<file path="config.mk">
export PLATFORM = sky130hd
export DESIGN_NAME = session_table_with_login_lockout
export DESIGN_NICKNAME = d
export VERILOG_FILES = /design/src/rtl/core/stl_pkg.sv /design/src/rtl/core/stl_cell.sv /design/src/rtl/core/stl_div.sv /design/src/rtl/core/session_table_with_login_lockout.sv
export SDC_FILE = /design/constraint.sdc
export NUM_CORES = 2
export LEC_CHECK = 0
export BUFFER_PORTS_ARGS = -buffer_cell sky130_fd_sc_hd__buf_2
export CAP_MARGIN = 25
export CORE_AREA = 2 2 450 452
export DETAILED_ROUTE_END_ITERATION = 8
export DIE_AREA = 0 0 452 454
export GPL_TIMING_DRIVEN = 0
export PLACE_DENSITY_LB_ADDON = 0.05
export SYNTH_ARGS = -nofsm -noshare
export SYNTH_HDL_FRONTEND = slang
export SYNTH_SLANG_ARGS = --single-unit
export TNS_END_PERCENT = 100
</file>
<file path="constraint.sdc">
create_clock -name clock -period 26.6 [get_ports clock]
set_input_delay 1.33 -clock clock [delete_from_list [all_inputs] [get_ports clock]]
set_output_delay 1.33 -clock clock [all_outputs]
set_load 0.005 [all_outputs]
</file>
<file path="src/rtl/core/stl_pkg.sv">
`timescale 1ns / 1ps
`default_nettype none

package stl_pkg;

   localparam int SlotsDefault = 2;
   localparam int SlotIdW      = 4;

   localparam logic [31:0] IdleTimeoutReset = 32'd1800000;
   localparam logic [31:0] AbsTimeoutReset  = 32'd28800000;
   localparam logic [31:0] LockDurationReset = 32'd30000;
   localparam logic [7:0]  FailureLimitReset = 8'd5;

   // Seconds are found by a multiply with 2^38 / 1000 rounded up and a shift by 38,
   // which is exact for every 32-bit dividend.
   localparam logic [31:0] RoundC     = 32'd999;
   localparam logic [28:0] RecipC     = 29'd274877907;
   localparam int          RecipShift = 38;

   typedef enum logic [2:0] {
      KindCheck  = 3'd0,
      KindCsrf   = 3'd1,
      KindLogin  = 3'd2,
      KindLogout = 3'd3,
      KindInvAll = 3'd4
   } kind_type;

   typedef enum logic [2:0] {
      StatusOk      = 3'd0,
      StatusUnauth  = 3'd1,
      StatusCsrfBad = 3'd2,
      StatusLocked  = 3'd3,
      StatusBadCred = 3'd4
   } status_type;

   typedef enum logic [1:0] {
      CsrIdleTimeout  = 2'd0,
      CsrAbsTimeout   = 2'd1,
      CsrLockDuration = 2'd2,
      CsrFailureLimit = 2'd3
   } csr_index_type;

   typedef enum logic [1:0] {
      StIdle,
      StDispatch,
      StScan,
      StDiv
   } state_type;

   typedef enum logic {
      ModeFind,
      ModePick
   } scan_mode_type;

   typedef struct packed {
      logic [31:0] now;
      logic [31:0] addr;
      logic [63:0] token_high;
      logic [63:0] token_low;
      logic [31:0] csrf_high;
      logic [63:0] csrf_low;
   } req_type;

   typedef struct packed {
      logic               wr_en;
      logic [SlotIdW-1:0] wr_slot;
      logic               clr_all;
      logic [31:0]        idle_timeout;
      logic [31:0]        abs_timeout;
   } ctl_type;

   typedef struct packed {
      logic               valid;
      scan_mode_type      mode;
      logic               touch;
      logic               logout;
      logic               found;
      logic [SlotIdW-1:0] found_slot;
      logic [31:0]        csrf_high;
      logic [63:0]        csrf_low;
      logic               free_found;
      logic [SlotIdW-1:0] free_slot;
      logic [SlotIdW-1:0] best_slot;
      logic [31:0]        best_seen;
   } tok_type;

endpackage

`default_nettype wire

</file>
<file path="src/rtl/core/stl_cell.sv">
`timescale 1ns / 1ps
`default_nettype none

module stl_cell #(
   parameter int Idx = 0
) (
   input  wire logic            clock,
   input  wire logic            reset,
   input  wire stl_pkg::req_type req,
   input  wire stl_pkg::ctl_type ctl,
   input  wire stl_pkg::tok_type tok_i,
   output stl_pkg::tok_type      tok_o
);

   localparam logic [stl_pkg::SlotIdW-1:0] CellId = stl_pkg::SlotIdW'(Idx);

   logic        active_ff, active_in;
   logic [31:0] created_ff, created_in;
   logic [31:0] seen_ff, seen_in;
   logic [63:0] token_high_ff, token_low_ff, csrf_low_ff;
   logic [31:0] csrf_high_ff, addr_ff;
   stl_pkg::tok_type tok_ff, tok_in;

   logic        expired, match, wr_here;
   logic [31:0] idle_age, abs_age, seen_diff;

   assign idle_age  = req.now - seen_ff;
   assign abs_age   = req.now - created_ff;
   assign expired   = (idle_age > ctl.idle_timeout) || (abs_age > ctl.abs_timeout);
   assign match     = (addr_ff == req.addr) && (token_high_ff == req.token_high) &&
                      (token_low_ff == req.token_low);
   assign seen_diff = seen_ff - tok_i.best_seen;
   assign wr_here   = ctl.wr_en && (ctl.wr_slot == CellId);

   always_comb begin
      tok_in     = tok_i;
      active_in  = active_ff;
      seen_in    = seen_ff;
      created_in = created_ff;
      if (tok_i.valid) begin
         if (tok_i.mode == stl_pkg::ModeFind) begin
            // The scan stops at the first hit, so later slots are left alone.
            if (!tok_i.found && active_ff) begin
               if (expired) begin
                  active_in = 1'b0;
               end else if (match) begin
                  tok_in.found      = 1'b1;
                  tok_in.found_slot = CellId;
                  tok_in.csrf_high  = csrf_high_ff;
                  tok_in.csrf_low   = csrf_low_ff;
                  if (tok_i.touch) seen_in = req.now;
                  if (tok_i.logout) active_in = 1'b0;
               end
            end
         end else begin
            if (!tok_i.free_found && (!active_ff || expired)) begin
               tok_in.free_found = 1'b1;
               tok_in.free_slot  = CellId;
            end
            if (Idx == 0 || seen_diff[31]) begin
               tok_in.best_slot = CellId;
               tok_in.best_seen = seen_ff;
            end
         end
      end
      if (ctl.clr_all) active_in = 1'b0;
      if (wr_here) begin
         active_in  = 1'b1;
         created_in = req.now;
         seen_in    = req.now;
      end
   end

   always_ff @(posedge clock) begin
      if (reset) begin
         active_ff  <= 1'b0;
         created_ff <= '0;
         seen_ff    <= '0;
         tok_ff     <= '0;
      end else begin
         active_ff  <= active_in;
         created_ff <= created_in;
         seen_ff    <= seen_in;
         tok_ff     <= tok_in;
      end
   end

   always_ff @(posedge clock) begin
      if (wr_here) begin
         token_high_ff <= req.token_high;
         token_low_ff  <= req.token_low;
         csrf_high_ff  <= req.csrf_high;
         csrf_low_ff   <= req.csrf_low;
         addr_ff       <= req.addr;
      end
   end

   assign tok_o = tok_ff;

endmodule

`default_nettype wire

</file>
<file path="src/rtl/core/stl_div.sv">
`timescale 1ns / 1ps
`default_nettype none

module stl_div (
   input  wire logic        clock,
   input  wire logic        reset,
   input  wire logic        start,
   input  wire logic [31:0] dividend,
   output logic             done,
   output logic [22:0]      quotient
);

   logic        run_ff, run_in;
   logic        done_ff, done_in;
   logic [31:0] x_ff, x_in;
   logic [22:0] q_ff, q_in;
   logic [60:0] product;

   // The dividend is registered first so the multiply runs from that register into the quotient register.
   assign product = 61'(x_ff) * 61'(stl_pkg::RecipC);

   always_comb begin
      run_in  = start;
      done_in = run_ff;
      x_in    = x_ff;
      q_in    = q_ff;
      if (start) x_in = dividend;
      if (run_ff) q_in = product[stl_pkg::RecipShift +: 23];
   end

   always_ff @(posedge clock) begin
      if (reset) begin
         run_ff  <= 1'b0;
         done_ff <= 1'b0;
      end else begin
         run_ff  <= run_in;
         done_ff <= done_in;
      end
   end

   always_ff @(posedge clock) begin
      x_ff <= x_in;
      q_ff <= q_in;
   end

   assign done     = done_ff;
   assign quotient = q_ff;

endmodule

`default_nettype wire

</file>
<file path="src/rtl/core/session_table_with_login_lockout.sv">
`timescale 1ns / 1ps
`default_nettype none

// Session store with login lockout.
// Requests: drive the req_ ports and raise start; the item is taken at an edge
// where start is high and busy is low. busy stays high until the result is out.
// Results: rsp_valid is high for exactly one cycle with rsp_status, rsp_slot,
// rsp_retry_seconds and the session csrf; the receiver cannot stall, so it must
// take the result in that cycle. The next item may start in the cycle the
// result is shown. Requests without a scan (missing token, invalidate all, failed
// login, unknown kind) answer from the dispatch state; lookups, logouts and
// successful logins wait for the token walking the chain of slot cells one cell a
// cycle, and a locked login waits for the registered reciprocal multiply that
// rounds the remaining lock time up to seconds.
// Items are handled one at a time.
// Configuration: csr_ready is always high; write only while busy is low.
// Reset (synchronous) clears all sessions, the failure count and the lock and loads
// the default timeouts, lock duration and failure limit; there is no clearing pass.
module session_table_with_login_lockout #(
   parameter int SESSION_SLOTS = stl_pkg::SlotsDefault
) (
   input  wire logic         clock,
   input  wire logic         reset,
   input  wire logic         start,
   output logic              busy,
   input  wire logic [2:0]   req_kind,
   input  wire logic [31:0]  req_now,
   input  wire logic [31:0]  req_client_address,
   input  wire logic [63:0]  req_token_high,
   input  wire logic [63:0]  req_token_low,
   input  wire logic         req_token_present,
   input  wire logic [31:0]  req_csrf_high,
   input  wire logic [63:0]  req_csrf_low,
   input  wire logic         req_csrf_present,
   input  wire logic         req_credentials_match,
   output logic              rsp_valid,
   output logic [2:0]        rsp_status,
   output logic              rsp_slot,
   output logic [22:0]       rsp_retry_seconds,
   output logic [31:0]       rsp_session_csrf_high,
   output logic [63:0]       rsp_session_csrf_low,
   input  wire logic         csr_valid,
   output logic              csr_ready,
   input  wire logic [1:0]   csr_index,
   input  wire logic [31:0]  csr_data
);

   stl_pkg::state_type state_ff, state_in;
   stl_pkg::req_type   req_ff;
   logic [2:0]         kind_ff;
   logic               tok_ok_ff, csrf_ok_ff, cred_ff;

   logic [31:0] idle_ff, abs_ff, lock_dur_ff;
   logic [7:0]  limit_ff;
   logic [7:0]  fail_ff, fail_in;
   logic [31:0] lu_ff, lu_in;

   logic        rsp_valid_ff, rsp_valid_in;
   logic [2:0]  rsp_status_ff, rsp_status_in;
   logic        rsp_slot_ff, rsp_slot_in;
   logic [22:0] rsp_retry_ff, rsp_retry_in;
   logic [31:0] rsp_ch_ff, rsp_ch_in;
   logic [63:0] rsp_cl_ff, rsp_cl_in;

   stl_pkg::tok_type chain [0:SESSION_SLOTS];
   stl_pkg::tok_type launch, tail;
   stl_pkg::ctl_type ctl;

   logic        div_start, div_done;
   logic [22:0] div_q;
   logic [31:0] left, fail_inc, lock_end;
   logic        locked;
   logic [stl_pkg::SlotIdW-1:0] chosen;

   assign left     = lu_ff - req_ff.now;
   assign locked   = (lu_ff != '0) && (left != '0) && !left[31];
   assign fail_inc = {24'd0, fail_ff + 8'd1};
   assign lock_end = req_ff.now + lock_dur_ff;
   assign tail     = chain[SESSION_SLOTS];
   assign chosen   = tail.free_found ? tail.free_slot : tail.best_slot;
   assign chain[0] = launch;

   genvar g;
   generate
      for (g = 0; g < SESSION_SLOTS; g++) begin : g_cell
         stl_cell #(.Idx(g)) u_cell (
            .clock(clock),
            .reset(reset),
            .req(req_ff),
            .ctl(ctl),
            .tok_i(chain[g]),
            .tok_o(chain[g+1])
         );
      end
   endgenerate

   stl_div u_div (
      .clock(clock),
      .reset(reset),
      .start(div_start),
      .dividend(left + stl_pkg::RoundC),
      .done(div_done),
      .quotient(div_q)
   );

   always_comb begin
      state_in = state_ff;
      case (state_ff)
         stl_pkg::StIdle:     if (start) state_in = stl_pkg::StDispatch;
         stl_pkg::StDispatch: begin
            if (launch.valid) state_in = stl_pkg::StScan;
            else if (div_start) state_in = stl_pkg::StDiv;
            else state_in = stl_pkg::StIdle;
         end
         stl_pkg::StScan:     if (tail.valid) state_in = stl_pkg::StIdle;
         stl_pkg::StDiv:      if (div_done) state_in = stl_pkg::StIdle;
         default:             state_in = stl_pkg::StIdle;
      endcase
   end

   always_comb begin
      launch           = '0;
      ctl              = '0;
      ctl.idle_timeout = idle_ff;
      ctl.abs_timeout  = abs_ff;
      div_start        = 1'b0;
      fail_in          = fail_ff;
      lu_in            = lu_ff;
      rsp_valid_in     = 1'b0;
      rsp_status_in    = stl_pkg::StatusUnauth;
      rsp_slot_in      = 1'b0;
      rsp_retry_in     = '0;
      rsp_ch_in        = '0;
      rsp_cl_in        = '0;
      case (state_ff)
         stl_pkg::StDispatch: begin
            case (kind_ff)
               stl_pkg::KindCheck, stl_pkg::KindCsrf, stl_pkg::KindLogout: begin
                  if (tok_ok_ff) begin
                     launch.valid  = 1'b1;
                     launch.mode   = stl_pkg::ModeFind;
                     launch.touch  = (kind_ff != stl_pkg::KindLogout);
                     launch.logout = (kind_ff == stl_pkg::KindLogout);
                  end else begin
                     rsp_valid_in  = 1'b1;
                     rsp_status_in = (kind_ff == stl_pkg::KindLogout) ?
                                     stl_pkg::StatusOk : stl_pkg::StatusUnauth;
                  end
               end
               stl_pkg::KindLogin: begin
                  if (locked) begin
                     div_start = 1'b1;
                  end else if (!cred_ff) begin
                     if (fail_inc >= {24'd0, limit_ff}) begin
                        fail_in = '0;
                        lu_in   = lock_end;
                     end else begin
                        fail_in = fail_inc[7:0];
                     end
                     rsp_valid_in  = 1'b1;
                     rsp_status_in = stl_pkg::StatusBadCred;
                  end else begin
                     fail_in      = '0;
                     lu_in        = '0;
                     launch.valid = 1'b1;
                     launch.mode  = stl_pkg::ModePick;
                  end
               end
               stl_pkg::KindInvAll: begin
                  ctl.clr_all   = 1'b1;
                  rsp_valid_in  = 1'b1;
                  rsp_status_in = stl_pkg::StatusOk;
               end
               default: begin
                  rsp_valid_in  = 1'b1;
                  rsp_status_in = stl_pkg::StatusUnauth;
               end
            endcase
         end
         stl_pkg::StScan: begin
            if (tail.valid) begin
               rsp_valid_in = 1'b1;
               if (tail.mode == stl_pkg::ModePick) begin
                  ctl.wr_en     = 1'b1;
                  ctl.wr_slot   = chosen;
                  rsp_status_in = stl_pkg::StatusOk;
                  rsp_slot_in   = chosen[0];
                  rsp_ch_in     = req_ff.csrf_high;
                  rsp_cl_in     = req_ff.csrf_low;
               end else if (kind_ff == stl_pkg::KindLogout) begin
                  rsp_status_in = stl_pkg::StatusOk;
                  rsp_slot_in   = tail.found && tail.found_slot[0];
               end else if (!tail.found) begin
                  rsp_status_in = stl_pkg::StatusUnauth;
               end else if ((kind_ff == stl_pkg::KindCsrf) && (!csrf_ok_ff ||
                            tail.csrf_high != req_ff.csrf_high ||
                            tail.csrf_low != req_ff.csrf_low)) begin
                  rsp_status_in = stl_pkg::StatusCsrfBad;
               end else begin
                  rsp_status_in = stl_pkg::StatusOk;
                  rsp_slot_in   = tail.found_slot[0];
                  rsp_ch_in     = tail.csrf_high;
                  rsp_cl_in     = tail.csrf_low;
               end
            end
         end
         stl_pkg::StDiv: begin
            if (div_done) begin
               rsp_valid_in  = 1'b1;
               rsp_status_in = stl_pkg::StatusLocked;
               rsp_retry_in  = div_q;
            end
         end
         default: begin
         end
      endcase
   end

   always_ff @(posedge clock) begin
      if (reset) begin
         state_ff     <= stl_pkg::StIdle;
         rsp_valid_ff <= 1'b0;
         fail_ff      <= '0;
         lu_ff        <= '0;
         idle_ff      <= stl_pkg::IdleTimeoutReset;
         abs_ff       <= stl_pkg::AbsTimeoutReset;
         lock_dur_ff  <= stl_pkg::LockDurationReset;
         limit_ff     <= stl_pkg::FailureLimitReset;
      end else begin
         state_ff     <= state_in;
         rsp_valid_ff <= rsp_valid_in;
         fail_ff      <= fail_in;
         lu_ff        <= lu_in;
         if (csr_valid) begin
            case (stl_pkg::csr_index_type'(csr_index))
               stl_pkg::CsrIdleTimeout:  idle_ff     <= csr_data;
               stl_pkg::CsrAbsTimeout:   abs_ff      <= csr_data;
               stl_pkg::CsrLockDuration: lock_dur_ff <= csr_data;
               stl_pkg::CsrFailureLimit: limit_ff    <= csr_data[7:0];
               default: begin
               end
            endcase
         end
      end
   end

   always_ff @(posedge clock) begin
      if (start && !busy) begin
         kind_ff           <= req_kind;
         req_ff.now        <= req_now;
         req_ff.addr       <= req_client_address;
         req_ff.token_high <= req_token_high;
         req_ff.token_low  <= req_token_low;
         req_ff.csrf_high  <= req_csrf_high;
         req_ff.csrf_low   <= req_csrf_low;
         tok_ok_ff         <= req_token_present;
         csrf_ok_ff        <= req_csrf_present;
         cred_ff           <= req_credentials_match;
      end
      rsp_status_ff <= rsp_status_in;
      rsp_slot_ff   <= rsp_slot_in;
      rsp_retry_ff  <= rsp_retry_in;
      rsp_ch_ff     <= rsp_ch_in;
      rsp_cl_ff     <= rsp_cl_in;
   end

   assign busy                  = (state_ff != stl_pkg::StIdle);
   assign csr_ready             = 1'b1;
   assign rsp_valid             = rsp_valid_ff;
   assign rsp_status            = rsp_status_ff;
   assign rsp_slot              = rsp_slot_ff;
   assign rsp_retry_seconds     = rsp_retry_ff;
   assign rsp_session_csrf_high = rsp_ch_ff;
   assign rsp_session_csrf_low  = rsp_cl_ff;

   a_rsp_idle: assert property (@(posedge clock) disable iff (reset)
      rsp_valid |-> (state_ff == stl_pkg::StIdle))
      else $error("result shown while a request is still in progress");

   a_tail_scan: assert property (@(posedge clock) disable iff (reset)
      tail.valid |-> (state_ff == stl_pkg::StScan))
      else $error("scan item left the chain outside the scan state");

   a_div_done: assert property (@(posedge clock) disable iff (reset)
      div_done |-> (state_ff == stl_pkg::StDiv))
      else $error("divider finished outside the lock state");

   a_accept_busy: assert property (@(posedge clock) disable iff (reset)
      (start && !busy) |=> (busy && !rsp_valid))
      else $error("accepted item did not make the block busy");

endmodule

`default_nettype wire
</file>
==> impl_metrics.py <==
metrics = {
    "placed_design": {
        "place_ws_ns": 17.28,
        "port_buffers": 454,
        "dpl_cell_area_um2": 86100,
        "globalplace.congestion": 0.876,
        "dp_hpwl_um": 182000,
    },
    "synth": {
        "synthCells": 7031,
        "ys_top_cells_by_area": "edfxtp_1, dfxtp_1, ha_1, fa_1, inv_1",
        "ys_warn_count": 0,
        "synthArstFlopShare": 0,
        "seq_area_frac_synth": 0.484,
        "syn_nets": 8409,
        "synth-edff-count": 861,
        "post_synth.cell_area_avg_um2": 11.4,
        "synth.distinct_cells": 88,
        "netlist_top_cells_count": "inv_1, edfxtp_1, ha_1, dfxtp_1, nand2_1",
        "synth_area_um2": 79900,
        "synth_most_common_cell": "inv_1",
        "synth-main-ff-cell": "edfxtp_1",
        "synth_top_area_frac": 0.324,
        "ys_ff_latch": 1500,
        "yosys.area.top_type": "edfxtp_1",
    },
    "worst_setup_path": {
        "endpoint_kind": "flip-flop",
        "start_kind": "flip-flop",
        "cp_max_fo": 10,
        "crit_path_max_incr_delay_ns": 0.85,
        "crit_required_ns": 27.29,
        "crit_type": "flip-flop to flip-flop",
        "slowest_stage": "nor4_1",
        "arrival_ns": 10.28,
    },
    "clock_network": {
        "cts.clk_slew.worst_paths_ns": 0.06,
        "clkSinkCount": 1500,
        "cts_buffer_depth": 3,
        "post_cts_resize_count": 0,
        "cts_setup_buffers": 0,
        "clk_latency_ns": 0.83,
        "cts_buffers": 167,
        "ctsHoldBuffers": 0,
        "root_buffer": "clkbuf_16",
        "htree_levels": 4,
        "cts_tree": "yes",
    },
    "floorplanning": {
        "core_um2": 201000,
        "rows": 165,
        "fp.dieArea_um2": 205000,
        "ios": 458,
        "die_x_um": 452,
        "initial_core_util": 0.398,
        "die_h_um": 454,
    },
    "timing": {
        "fmax_mhz": 104,
        "hold_viol": 0,
        "finClkSkew_ns": 0.0527,
        "setup_tns_ns": 0,
        "tightestPinTransition_ns": 1.04,
        "postLayoutSetupSlackWorst_ns": 17.01,
        "slew_viol_final": 0,
        "rsz0062_at_grt": "no",
        "max_slew_margin": 0.310,
        "period_needed_ns": 9.59,
        "post-route-period-util": 0.360,
        "setup_viol": 0,
    },
    "final_layout": {
        "multi_input_area_um2": 37300,
        "final_cell_area_um2": 91900,
        "seq_area_um2": 38600,
        "layout.nets": 9068,
        "drive_gt1_frac": 0.103,
        "post-route-util": 0.457,
        "fillCellCount": 18800,
        "area_growth_pct": 15.0,
    },
    "global_route": {
        "grt_max_degree": 62,
        "grt_overflow": 0,
        "grt_antenna_before_repair": 15,
        "track_usage": 0.224,
        "grt_pass1_wl_um": 344000,
        "grt_pass1_vias": 53400,
    },
    "status": {
        "status": "finished, final reports clean",
    },
    "pwr": {
        "combPwrFrac": 0.102,
        "power_switching_uw": 1400,
        "clock_power_share": 0.430,
        "pwr_density_cell_nw_per_um2": 60.0,
        "peakVddDrop_mv": 0.0462,
        "pwr-share-seq": 0.467,
        "p_int_uw": 4110,
        "power_leakage_uw": 0.0376,
        "switching_share": 0.254,
    },
    "drt": {
        "drt_first_pass_iters": 5,
        "ant_nets": 0,
        "avgRoutedWirePerCell_um": 21.9,
        "drt_wl_total_um": 231000,
        "via_per_inst": 5.06,
        "drtIter0Drc": 3385,
        "drc": 0,
        "vias": 53200,
    },
    "worst_hold_path": {
        "hold_path_class": "flip-flop to flip-flop",
    },
    "job": {
        "drv_cap": 0,
    },
}
[cell families (layout without fill, tap and decap cells)]
family	Yosys count	count (layout)	synth area share
compound gates	1111	1111	0.0927
xor+xnor	574	574	0.0630
fa+ha+maj	1046	1046	0.192
buf+inv	1040	1840	0.0493
flops	1500	1500	0.484
mux	167	167	0.0209
other cells	1	13	0.0000469
simple gates	1592	1592	0.0978
[per-layer routing]
metal,routed length [µm],global-route usage
met1,108000,0.312
met2,108000,0.367
met3,8860,0.0302
met4,5250,0.0589
met5,0,0
[final cells by class]
cell class | instances | share of cell area
Inverter | 872 | 0.0356
Clock inverter | 85 | 0.0115
Antenna cell | 12 | 0.000327
Sequential cell | 1500 | 0.421
Buffer | 168 | 0.00727
Clock buffer | 225 | 0.0503
Timing Repair Buffer | 490 | 0.0317
Tap cell | 2672 | 0.0364
Multi-Input combinational cell | 4491 | 0.406
[stage by stage]
stage / power [µW] / cells / hold WS, ns
after global placement: 3200 / 10200 / 0.397
final: 5510 / 10500 / 0.413
after global routing: 5740 / 10500 / 0.448
after detailed placement: 3190 / 10200 / 0.409
after floorplan: 2980 / 7031 / 0.390
after CTS: 5580 / 10500 / 0.413
[critical path, delay by kind of cell, from the launching register on]
family	cells	cell delay [ns]
buffers and inverters	4	1.27
flip-flops	1	0.59
adder cells (fa/ha/maj)	3	1.01
AND/OR/NAND/NOR	8	2.84
AO/OA/AOI/OAI	10	3.31
XOR/XNOR	1	0.12
multiplexers	1	0.26
[worst paths after layout]
kind	startpoint	endpoint	slack, ns	cells past startpoint
setup / recovery	req_ff[256]	g_cell[0].u_cell.seen_ff[10]	17.01	27
hold / removal	g_cell[0].u_cell.tok_o[40]	g_cell[1].u_cell.tok_o[36]	0.41	1
setup reg to reg	req_ff[256]	g_cell[0].u_cell.seen_ff[10]	17.01	27
hold reg to reg	g_cell[0].u_cell.tok_o[40]	g_cell[1].u_cell.tok_o[36]	0.41	1
[state kept, by name, summed over array words and instances (netlist names), 3 cells and up]
register                     cells
g_cell.u_cell.seen_ff           64
g_cell.u_cell.tok_o            237
rsp_status                       3
rsp_session_csrf_high           32
g_cell.u_cell.addr_ff           64
lu_ff                           32
abs_ff                          32
g_cell.u_cell.created_ff        64
g_cell.u_cell.token_low_ff     128
g_cell.u_cell.csrf_high_ff      64
lock_dur_ff                     32
kind_ff                          3
u_div.quotient                  23
u_div.x_ff                      32
limit_ff                         8
rsp_retry_seconds               23
g_cell.u_cell.csrf_low_ff      128
rsp_session_csrf_low            64
req_ff                         288
g_cell.u_cell.token_high_ff    128
fail_ff                          8
idle_ff                         32
[power groups by stage]
stage	logic (µW)	clock network (µW)	registers, µW
6_report	565	2370	2580
5_1_grt	637	2520	2580
4_1_cts	567	2430	2580
3_5_place_dp	562	0	2630
3_3_place_gp	550	0	2650
2_1_floorplan	381	0	2600
[placed cells by master (no fill, tap or decap), types with 19 or more instances in the layout]
cell and instances:
o22ai_1 22, a21oi_1 350, nand3_1 95, nand4_1 113, mux2i_1 167, nor4_1 93
ha_1 742, o21ai_0 143, clkbuf_16 172, a21o_1 142, o21a_1 56, nor3_1 49
xnor2_1 275, or3_1 19, clkinv_1 20, inv_1 871, o211ai_1 51, edfxtp_1 861
fa_1 304, a22o_1 99, dfxtp_1 639, and3_1 45, clkinv_2 28, nor2_1 306
a31o_2 23, xor2_1 298, a31oi_1 23, buf_2 466, clkbuf_1 182, a211oi_1 30
nor2b_1 50, nand2b_1 39, nand2_1 538, and2_1 166
Note: power is estimated with default switching activity, not from simulation.
